<file path="config.mk">
export PLATFORM = sky130hd
export DESIGN_NAME = adaptive_light_to_brightness
export DESIGN_NICKNAME = d
export VERILOG_FILES = /design/src/rtl/core/altb_pkg.sv /design/src/rtl/core/altb_ctrl.sv /design/src/rtl/core/altb_dp.sv /design/src/rtl/core/adaptive_light_to_brightness.sv
export SDC_FILE = /design/constraint.sdc
export NUM_CORES = 1
export LEC_CHECK = 0
export BUFFER_PORTS_ARGS = -buffer_cell sky130_fd_sc_hd__clkbuf_2
export CORE_ASPECT_RATIO = 1.1
export CORE_MARGIN = 1.5
export CORE_UTILIZATION = 60
export CTS_CLUSTER_SIZE = 28
export DETAILED_ROUTE_END_ITERATION = 8
export PLACE_DENSITY = 0.77
export SYNTH_ARGS = -nofsm -noshare
export SYNTH_HDL_FRONTEND = slang
export SYNTH_SLANG_ARGS = --single-unit
</file>
<file path="constraint.sdc">
create_clock -name clock -period 8.8 [get_ports clock]
set_clock_uncertainty 0.05 [all_clocks]
set_input_delay 0.44 -clock clock [delete_from_list [all_inputs] [get_ports clock]]
set_output_delay 0.44 -clock clock [all_outputs]
set_load 0.1 [all_outputs]
</file>
<file path="src/rtl/core/altb_pkg.sv">
// Shared types and constants of the adaptive light-to-brightness mapper.
`default_nettype none

package altb_pkg;

   localparam int LIGHT_BITS = 16;
   localparam int FIELD_BITS = 16;
   localparam int BRIGHT_BITS = 15;
   localparam int SCALE_Q8 = 25600;
   localparam int DIV_STEPS = BRIGHT_BITS;
   localparam int STEP_BITS = $clog2(DIV_STEPS);

   localparam logic [FIELD_BITS-1:0] LOW_START_RESET = 16'h0000;
   localparam logic [FIELD_BITS-1:0] HIGH_START_RESET = 16'hFFFF;

   typedef enum logic [1:0] {
      CMD_SAMPLE    = 2'd0,
      CMD_MARK_HIGH = 2'd1,
      CMD_MARK_LOW  = 2'd2,
      CMD_NOP       = 2'd3
   } cmd_type;

   typedef enum logic {
      REG_LOW_START  = 1'b0,
      REG_HIGH_START = 1'b1
   } reg_index_type;

   typedef struct packed {
      logic load_start;
      logic take;
      logic mult;
      logic div_step;
      logic emit;
   } dp_ctrl_type;

   typedef struct packed {
      logic go_div;
   } dp_status_type;

endpackage

`default_nettype wire

</file>
<file path="src/rtl/core/altb_ctrl.sv">
// Sequencer that steps the datapath through window load, clamp, multiply and divide.
`default_nettype none

module altb_ctrl (
   input  wire logic                    clock,
   input  wire logic                    reset,
   input  wire logic                    req_tvalid,
   output logic                         req_tready,
   output logic                         rsp_tvalid,
   input  wire logic                    rsp_tready,
   input  wire altb_pkg::dp_status_type status,
   output altb_pkg::dp_ctrl_type        ctrl
);

   typedef enum logic [4:0] {
      ST_INIT   = 5'b00001,
      ST_IDLE   = 5'b00010,
      ST_MULT   = 5'b00100,
      ST_DIV    = 5'b01000,
      ST_FINISH = 5'b10000
   } state_type;

   state_type                          state_ff, state_in;
   logic [altb_pkg::STEP_BITS-1:0]     step_ff, step_in;
   logic                               valid_ff, valid_in;
   logic                               out_free;

   assign req_tready = (state_ff == ST_IDLE);
   assign rsp_tvalid = valid_ff;
   assign out_free   = !valid_ff || rsp_tready;

   always_comb begin
      state_in = state_ff;
      step_in  = step_ff;
      valid_in = valid_ff && !rsp_tready;
      ctrl     = '0;
      case (state_ff)
         ST_INIT: begin
            ctrl.load_start = 1'b1;
            state_in        = ST_IDLE;
         end
         ST_IDLE: begin
            if (req_tvalid) begin
               ctrl.take = 1'b1;
               state_in  = status.go_div ? ST_MULT : ST_FINISH;
            end
         end
         ST_MULT: begin
            ctrl.mult = 1'b1;
            step_in   = '0;
            state_in  = ST_DIV;
         end
         ST_DIV: begin
            ctrl.div_step = 1'b1;
            step_in       = step_ff + 1'b1;
            if (step_ff == altb_pkg::STEP_BITS'(altb_pkg::DIV_STEPS - 1)) begin
               state_in = ST_FINISH;
            end
         end
         ST_FINISH: begin
            if (out_free) begin
               ctrl.emit = 1'b1;
               valid_in  = 1'b1;
               state_in  = ST_IDLE;
            end
         end
         default: begin
            state_in = ST_INIT;
         end
      endcase
   end

   always_ff @(posedge clock) begin
      if (reset) begin
         state_ff <= ST_INIT;
         step_ff  <= '0;
         valid_ff <= 1'b0;
      end else begin
         state_ff <= state_in;
         step_ff  <= step_in;
         valid_ff <= valid_in;
      end
   end

endmodule

`default_nettype wire

</file>
<file path="src/rtl/core/altb_dp.sv">
// Datapath: light window, clamp, scale multiply, restoring divider and result register.
`default_nettype none

module altb_dp #(
   parameter int LIGHT_BITS = altb_pkg::LIGHT_BITS
) (
   input  wire logic                                clock,
   input  wire logic                                reset,
   input  wire logic                                csr_valid,
   input  wire logic                                csr_index,
   input  wire logic [altb_pkg::FIELD_BITS-1:0]     csr_data,
   input  wire logic [1:0]                          req_command,
   input  wire logic [altb_pkg::FIELD_BITS-1:0]     req_level,
   input  wire altb_pkg::dp_ctrl_type               ctrl,
   output altb_pkg::dp_status_type                  status,
   output logic [altb_pkg::BRIGHT_BITS-1:0]         rsp_bright,
   output logic                                     rsp_empty,
   output logic [altb_pkg::FIELD_BITS-1:0]          rsp_low,
   output logic [altb_pkg::FIELD_BITS-1:0]          rsp_high
);

   localparam int FB = altb_pkg::FIELD_BITS;
   localparam int QB = altb_pkg::BRIGHT_BITS;
   localparam int PB = LIGHT_BITS + QB;

   logic [FB-1:0]          low_start_ff, high_start_ff;
   logic [LIGHT_BITS-1:0]  low_ff, low_in, high_ff, high_in;
   logic [LIGHT_BITS-1:0]  diff_ff, diff_in, den_ff, den_in;
   logic [LIGHT_BITS-1:0]  rem_ff, rem_in;
   logic [QB-1:0]          quo_ff, quo_in;
   logic                   empty_ff, empty_in;
   logic [QB-1:0]          bright_ff;
   logic                   out_empty_ff;
   logic [FB-1:0]          out_low_ff, out_high_ff;

   logic [LIGHT_BITS+FB-1:0] level_wide, low_start_wide, high_start_wide;
   logic [LIGHT_BITS+FB-1:0] low_out_wide, high_out_wide;
   logic [LIGHT_BITS-1:0]    level, clamp_hi, clamp, drop_amt, span;
   logic [LIGHT_BITS:0]      sum_add;
   logic [LIGHT_BITS-1:0]    add_a, add_b;
   logic [PB-1:0]            prod;
   logic [LIGHT_BITS:0]      trial;
   logic                     is_sample, is_empty, trial_ok;
   altb_pkg::cmd_type        cmd;

   assign cmd             = altb_pkg::cmd_type'(req_command);
   assign level_wide      = {{LIGHT_BITS{1'b0}}, req_level};
   assign low_start_wide  = {{LIGHT_BITS{1'b0}}, low_start_ff};
   assign high_start_wide = {{LIGHT_BITS{1'b0}}, high_start_ff};
   assign level           = level_wide[LIGHT_BITS-1:0];

   assign is_sample = (cmd == altb_pkg::CMD_SAMPLE);
   assign is_empty  = (high_ff <= low_ff);
   assign status.go_div = is_sample && !is_empty;

   assign clamp_hi = (level > high_ff) ? high_ff : level;
   assign clamp    = (clamp_hi < low_ff) ? low_ff : clamp_hi;

   // Shared adder for the two window moves.
   always_comb begin
      add_a    = high_ff;
      add_b    = level - low_ff;
      drop_amt = low_ff - level;
      if (cmd == altb_pkg::CMD_MARK_HIGH) begin
         add_a = low_ff;
         add_b = level - high_ff;
      end
      sum_add = {1'b0, add_a} + {1'b0, add_b};
      span    = sum_add[LIGHT_BITS] ? {LIGHT_BITS{1'b1}} : sum_add[LIGHT_BITS-1:0];
   end

   assign prod  = PB'(diff_ff) * PB'(altb_pkg::SCALE_Q8);
   assign trial = {rem_ff, quo_ff[QB-1]};
   assign trial_ok = (trial >= {1'b0, den_ff});

   always_comb begin
      low_in   = low_ff;
      high_in  = high_ff;
      diff_in  = diff_ff;
      den_in   = den_ff;
      empty_in = empty_ff;
      rem_in   = rem_ff;
      quo_in   = quo_ff;
      if (ctrl.load_start) begin
         low_in  = low_start_wide[LIGHT_BITS-1:0];
         high_in = high_start_wide[LIGHT_BITS-1:0];
      end
      if (ctrl.take) begin
         diff_in  = clamp - low_ff;
         den_in   = high_ff - low_ff;
         empty_in = is_sample && is_empty;
         quo_in   = '0;
         case (cmd)
            altb_pkg::CMD_MARK_HIGH: begin
               low_in  = (level < high_ff) ? '0 : span;
               high_in = level;
            end
            altb_pkg::CMD_MARK_LOW: begin
               if (level >= low_ff) begin
                  high_in = span;
               end else begin
                  high_in = (drop_amt > high_ff) ? '0 : high_ff - drop_amt;
               end
               low_in = level;
            end
            default: begin
            end
         endcase
      end
      if (ctrl.mult) begin
         rem_in = prod[PB-1:QB];
         quo_in = prod[QB-1:0];
      end
      if (ctrl.div_step) begin
         rem_in = trial_ok ? LIGHT_BITS'(trial - {1'b0, den_ff}) : trial[LIGHT_BITS-1:0];
         quo_in = {quo_ff[QB-2:0], trial_ok};
      end
   end

   assign low_out_wide  = {{FB{1'b0}}, low_ff};
   assign high_out_wide = {{FB{1'b0}}, high_ff};

   always_ff @(posedge clock) begin
      if (reset) begin
         low_start_ff  <= altb_pkg::LOW_START_RESET;
         high_start_ff <= altb_pkg::HIGH_START_RESET;
      end else if (csr_valid) begin
         if (csr_index == altb_pkg::REG_LOW_START) begin
            low_start_ff <= csr_data;
         end else begin
            high_start_ff <= csr_data;
         end
      end
   end

   always_ff @(posedge clock) begin
      low_ff   <= low_in;
      high_ff  <= high_in;
      diff_ff  <= diff_in;
      den_ff   <= den_in;
      empty_ff <= empty_in;
      rem_ff   <= rem_in;
      quo_ff   <= quo_in;
      if (ctrl.emit) begin
         bright_ff    <= quo_ff;
         out_empty_ff <= empty_ff;
         out_low_ff   <= low_out_wide[FB-1:0];
         out_high_ff  <= high_out_wide[FB-1:0];
      end
   end

   assign rsp_bright = bright_ff;
   assign rsp_empty  = out_empty_ff;
   assign rsp_low    = out_low_ff;
   assign rsp_high   = out_high_ff;

endmodule

`default_nettype wire

</file>
<file path="src/rtl/core/adaptive_light_to_brightness.sv">
// Top level of the adaptive light-to-brightness mapper.
//
// Each request word carries a command in req_tuser and a light reading in
// req_tdata. Every request gives exactly one response word with the
// brightness in Q8 percent, the empty-window flag and the window limits
// after the request. A sample on a non-empty window clamps the reading into
// the window and runs a multiply by 25600 followed by a restoring divider
// that yields one quotient bit per cycle. Such a sample passes through the
// multiply state, the divide steps and the finish state before rsp_tvalid
// rises; mark commands, no-operation commands and samples on an empty window
// go from acceptance straight to the finish state. The finish state waits
// while an untaken word sits in the output register. One request is worked on
// at a time. After reset the window is loaded from the start registers in
// the init state, then req_tready rises. The start registers return to their
// defaults at reset; a write takes effect only at the following window load.
// The response sits in an output register; the next request is taken while
// it waits, and the finished result is held until rsp_tready is high.
`default_nettype none

module adaptive_light_to_brightness #(
   parameter int LIGHT_BITS = altb_pkg::LIGHT_BITS
) (
   input  wire logic         clock,
   input  wire logic         reset,
   input  wire logic         csr_valid,
   output logic              csr_ready,
   input  wire logic         csr_index,
   input  wire logic [15:0]  csr_data,
   input  wire logic         req_tvalid,
   output logic              req_tready,
   input  wire logic [15:0]  req_tdata,  // light_level[15:0]
   input  wire logic [1:0]   req_tuser,  // command[1:0]
   output logic              rsp_tvalid,
   input  wire logic         rsp_tready,
   output logic [47:0]       rsp_tdata,  // brightness_q8[14:0], low_limit, high_limit, pad
   output logic              rsp_tuser   // window_empty
);

   altb_pkg::dp_ctrl_type    ctrl;
   altb_pkg::dp_status_type  status;
   logic [14:0]              bright;
   logic                     empty;
   logic [15:0]              low_limit, high_limit;

   assign csr_ready = 1'b1;

   altb_ctrl u_ctrl (
      .clock      (clock),
      .reset      (reset),
      .req_tvalid (req_tvalid),
      .req_tready (req_tready),
      .rsp_tvalid (rsp_tvalid),
      .rsp_tready (rsp_tready),
      .status     (status),
      .ctrl       (ctrl)
   );

   altb_dp #(
      .LIGHT_BITS (LIGHT_BITS)
   ) u_dp (
      .clock       (clock),
      .reset       (reset),
      .csr_valid   (csr_valid),
      .csr_index   (csr_index),
      .csr_data    (csr_data),
      .req_command (req_tuser),
      .req_level   (req_tdata),
      .ctrl        (ctrl),
      .status      (status),
      .rsp_bright  (bright),
      .rsp_empty   (empty),
      .rsp_low     (low_limit),
      .rsp_high    (high_limit)
   );

   assign rsp_tdata = {1'b0, high_limit, low_limit, bright};
   assign rsp_tuser = empty;

endmodule

`default_nettype wire

</file>
==> results_dict.tcl <==
set metrics [dict create \
    place_area_um2 16500 \
    cts_tree "built" \
    hold_viol 0 \
    core-area_um2 26000 \
    period_needed_ns 7.24 \
    crit_fanout 32 \
    worstSkewPairLatency_ns 0.46 \
    die_w_um 157 \
    holdCritPathClass "in -> reg" \
    die_height_um 173 \
    hold_depth 3 \
    path_buf_inv 1 \
    synth_nets 2050 \
    crit_path_cell_trace "inv_1, ha_1, a211oi_1, o211ai_1, nand3_1, a31oi_4, mux2_2, ha_1, nand4_1, nor4_1, o21ai_0, o311ai_0, a311oi_4, nor2_1, a21oi_1, ha_1, nor2b_1, o31a_1, o41ai_1, o2111a_1, a21oi_1, a31oi_1, o21ai_0, xnor2_1" \
    cts_setup_buffers 0 \
    ctsHtreeMaxLevel 4 \
    post-route-drc-count 0 \
    totalWireLength_um 46600 \
    grt_pass1_wl_um 71000 \
    hp-start "csr_data[13]" \
    path_class "reg -> reg" \
    nets 2105 \
    arrival_ns 7.37 \
    timing.fmax_mhz 138 \
    synth_cells 1793 \
    grt_setup_unrepaired "false" \
    layout-drive-gt1-share 0.0849 \
    cts_root_buf "clkbuf_16" \
    port_buffers 89 \
    vias 13700 \
    synthArstFlopShare 0 \
    holdBufCountCts 0 \
    cpMostUsedCell "ha_1" \
    final_util 0.657 \
    critPathRequiredTime_ns 8.93 \
    r2r_end "u_dp.diff_ff[15]" \
    gp_congestion 1.05 \
    areaGrowthSynthToFinish_pct 8.38 \
    yosys-mux-area-fraction 0.0296 \
    synth.area.top_cells "edfxtp_1, ha_1, dfxtp_1, a21oi_1, inv_1" \
    drt_iter0_drc 1305 \
    cts_buffers 17 \
    ys_seq_elements 186 \
    fin_crit_sh 0.822 \
    timing.rr.start "u_dp.high_ff[2]" \
    cp-end-kind "register" \
    diodes 0 \
    clockBufferDepth 2 \
    power_leakage_nw 7.48 \
    fin_ws_ns 1.56 \
    crit_slowest_cell "a31oi_4" \
    reg2regPathDepth 24 \
    yosys_warnings 0 \
    tightest_slew_ns 1.19 \
    synth_area_leader_cell "edfxtp_1" \
    dp_slack_ns 1.54 \
    hold_end "u_dp.low_start_ff[13]" \
    num_io_pins 92 \
    synth-simple-area-share 0.151 \
    dp_hpwl_um 36100 \
    wl_per_cell_um 21.0 \
    tns_ns 0 \
    cts_resized 0 \
    synth_compound_area_frac 0.213 \
    ys_seq_area_frac 0.308 \
    cp_slowest_stage_delay_ns 0.76 \
    clk_pin_slew_ns 0.08 \
    drv_slew 0 \
    cts_sinks 186 \
    start_util 0.606 \
    synth_top_family_by_area "compound AO/OA/AOI/OAI gates" \
    finalSetupViolCount 0 \
    rows 62 \
    max-slew-margin-rel 0.209 \
    synth_area_per_cell_um2 8.78 \
    synth_edf_count 112 \
    grt_use_total 0.345 \
    dr.pass1.iters 5 \
    yosys_most_used_dff "edfxtp_1" \
    status "complete, no violations" \
    synth.distinct_cells 81 \
    nFillCells 2205 \
    via_per_inst 6.20 \
    synth_top_area_frac 0.214 \
    cp_top_family "compound AO/OA/AOI/OAI gates" \
    synthesis.area_um2 15700 \
    synthAdderAreaFrac 0.182 \
    vdd_drop_max_mv 0.217 \
    maxCapViolCount 0 \
    grt_overflow_total 0 \
    synth_xor_area_frac 0.0590 \
    grt_antenna_before_repair 0 \
    grt_pass1_vias 13200 \
    startpoint_type "register" \
    rrSetupSlack_ns 1.56 \
    grt_start_max_net_pins 55 \
    synth_most_common_cell "ha_1" \
    detail-route-antenna-nets 0 \
    p_per_area_nw_per_um2 291 \
    dieArea_um2 27200 \
    synthTopCellsByCount "ha_1, inv_1, a21oi_1" \
    final_area_um2 17100 \
]
-- logic make-up (layout without fill, tap and decap cells) --
group | Yosys count | in the layout
and+or+nand+nor | 493 | 493
other | 2 | 2
DFF | 186 | 186
AOI/OAI and AO/OA | 510 | 510
xor gates and xnor gates | 106 | 106
adders and majority gates | 217 | 217
muxes | 46 | 46
buffers and inverters | 233 | 301
-- worst reg2reg max path: stages (launching register included) --
cell      delay, ns
dfxtp_1        0.51
inv_1          0.11
ha_1           0.41
a211oi_1       0.14
o211ai_1       0.33
nand3_1        0.21
a31oi_4        0.76
mux2_2         0.46
ha_1           0.32
nand4_1        0.13
nor4_1         0.53
o21ai_0        0.17
o311ai_0       0.21
a311oi_4       0.16
nor2_1         0.21
a21oi_1        0.07
ha_1           0.31
nor2b_1        0.14
o31a_1         0.28
o41ai_1        0.43
o2111a_1       0.35
a21oi_1        0.12
a31oi_1        0.26
o21ai_0        0.17
xnor2_1        0.15
-- report_power, final --
part | total, mW | switching [mW] | internal (mW)
clock | 0.813 | 0.410 | 0.403
sequential | 1.19 | 0.112 | 1.07
combinational | 2.97 | 1.76 | 1.21
-- cell type report --
| cell class | count | area [µm²] | share of cell area |
|---|---|---|---|
| clock buffer | 17 | 425 | 0.0249 |
| tap | 352 | 440 | 0.0258 |
| multi-input combinational | 1374 | 10000 | 0.587 |
| sequential | 186 | 4840 | 0.284 |
| clock inverter | 15 | 178 | 0.0104 |
| timing repair buffer | 99 | 520 | 0.0305 |
| inverter | 170 | 638 | 0.0374 |
-- through the flow --
stage	hold slack (ns)	power [mW]	cells
after global routing	0.172	5.30	2213
final	0.169	4.96	2213
after CTS	0.156	4.91	2213
after detailed placement	0.373	4.09	2181
after floorplan	0.350	3.40	1793
after global placement	0.376	4.02	2181
-- sequential cells by signal, summed over array words and instances (netlist names) --
| signal | flops |
|---|---|
| u_dp.rsp_empty | 1 |
| u_dp.high_start_ff | 16 |
| u_dp.diff_ff | 16 |
| u_dp.high_ff | 16 |
| u_dp.rsp_high | 16 |
| u_dp.low_ff | 16 |
| u_dp.rsp_low | 16 |
| u_ctrl.rsp_tvalid | 1 |
| u_dp.den_ff | 16 |
| u_dp.empty_ff | 1 |
| u_ctrl.state_ff | 5 |
| u_ctrl.step_ff | 4 |
| u_dp.quo_ff | 15 |
| u_dp.rsp_bright | 15 |
| u_dp.rem_ff | 16 |
| u_dp.low_start_ff | 16 |
-- cell usage in the layout, fill, tap and decap left out, drive strengths merged, types with 71 or more instances in the layout --
master	Yosys	routed
ha	198	198
nor2	108	108
clkbuf	45	106
edfxtp	112	112
o21ai	108	108
a21oi	152	152
dfxtp	74	74
xnor2	71	71
nand2	151	151
inv	168	181
-- metal layers --
| layer | track usage | vias to the layer above | share of wire | routed length, µm |
|---|---|---|---|---|
| li1 | - | 6590 | - | - |
| met5 | 0 | - | 0 | 0 |
| met1 | 0.416 | 6548 | 0.40 | 18600 |
| met2 | 0.589 | 461 | 0.49 | 22600 |
| met4 | 0.205 | 0 | 0.065 | 3030 |
| met3 | 0.0356 | 114 | 0.050 | 2350 |
-- worst max-delay path by stage --
stage          cells after the start                to            start  slack [ns]
4_1_cts                           24  u_dp.diff_ff[15]  u_dp.high_ff[2]        1.65
2_1_floorplan                     28  u_dp.diff_ff[15]     req_tdata[0]        2.92
3_3_place_gp                      27  u_dp.diff_ff[15]     req_tdata[0]        1.77
6_report                          24  u_dp.diff_ff[15]  u_dp.high_ff[2]        1.56
5_1_grt                           24  u_dp.diff_ff[15]  u_dp.high_ff[2]        1.04
3_5_place_dp                      27  u_dp.diff_ff[15]     req_tdata[0]        1.54
(Power assumes the default switching activity.)
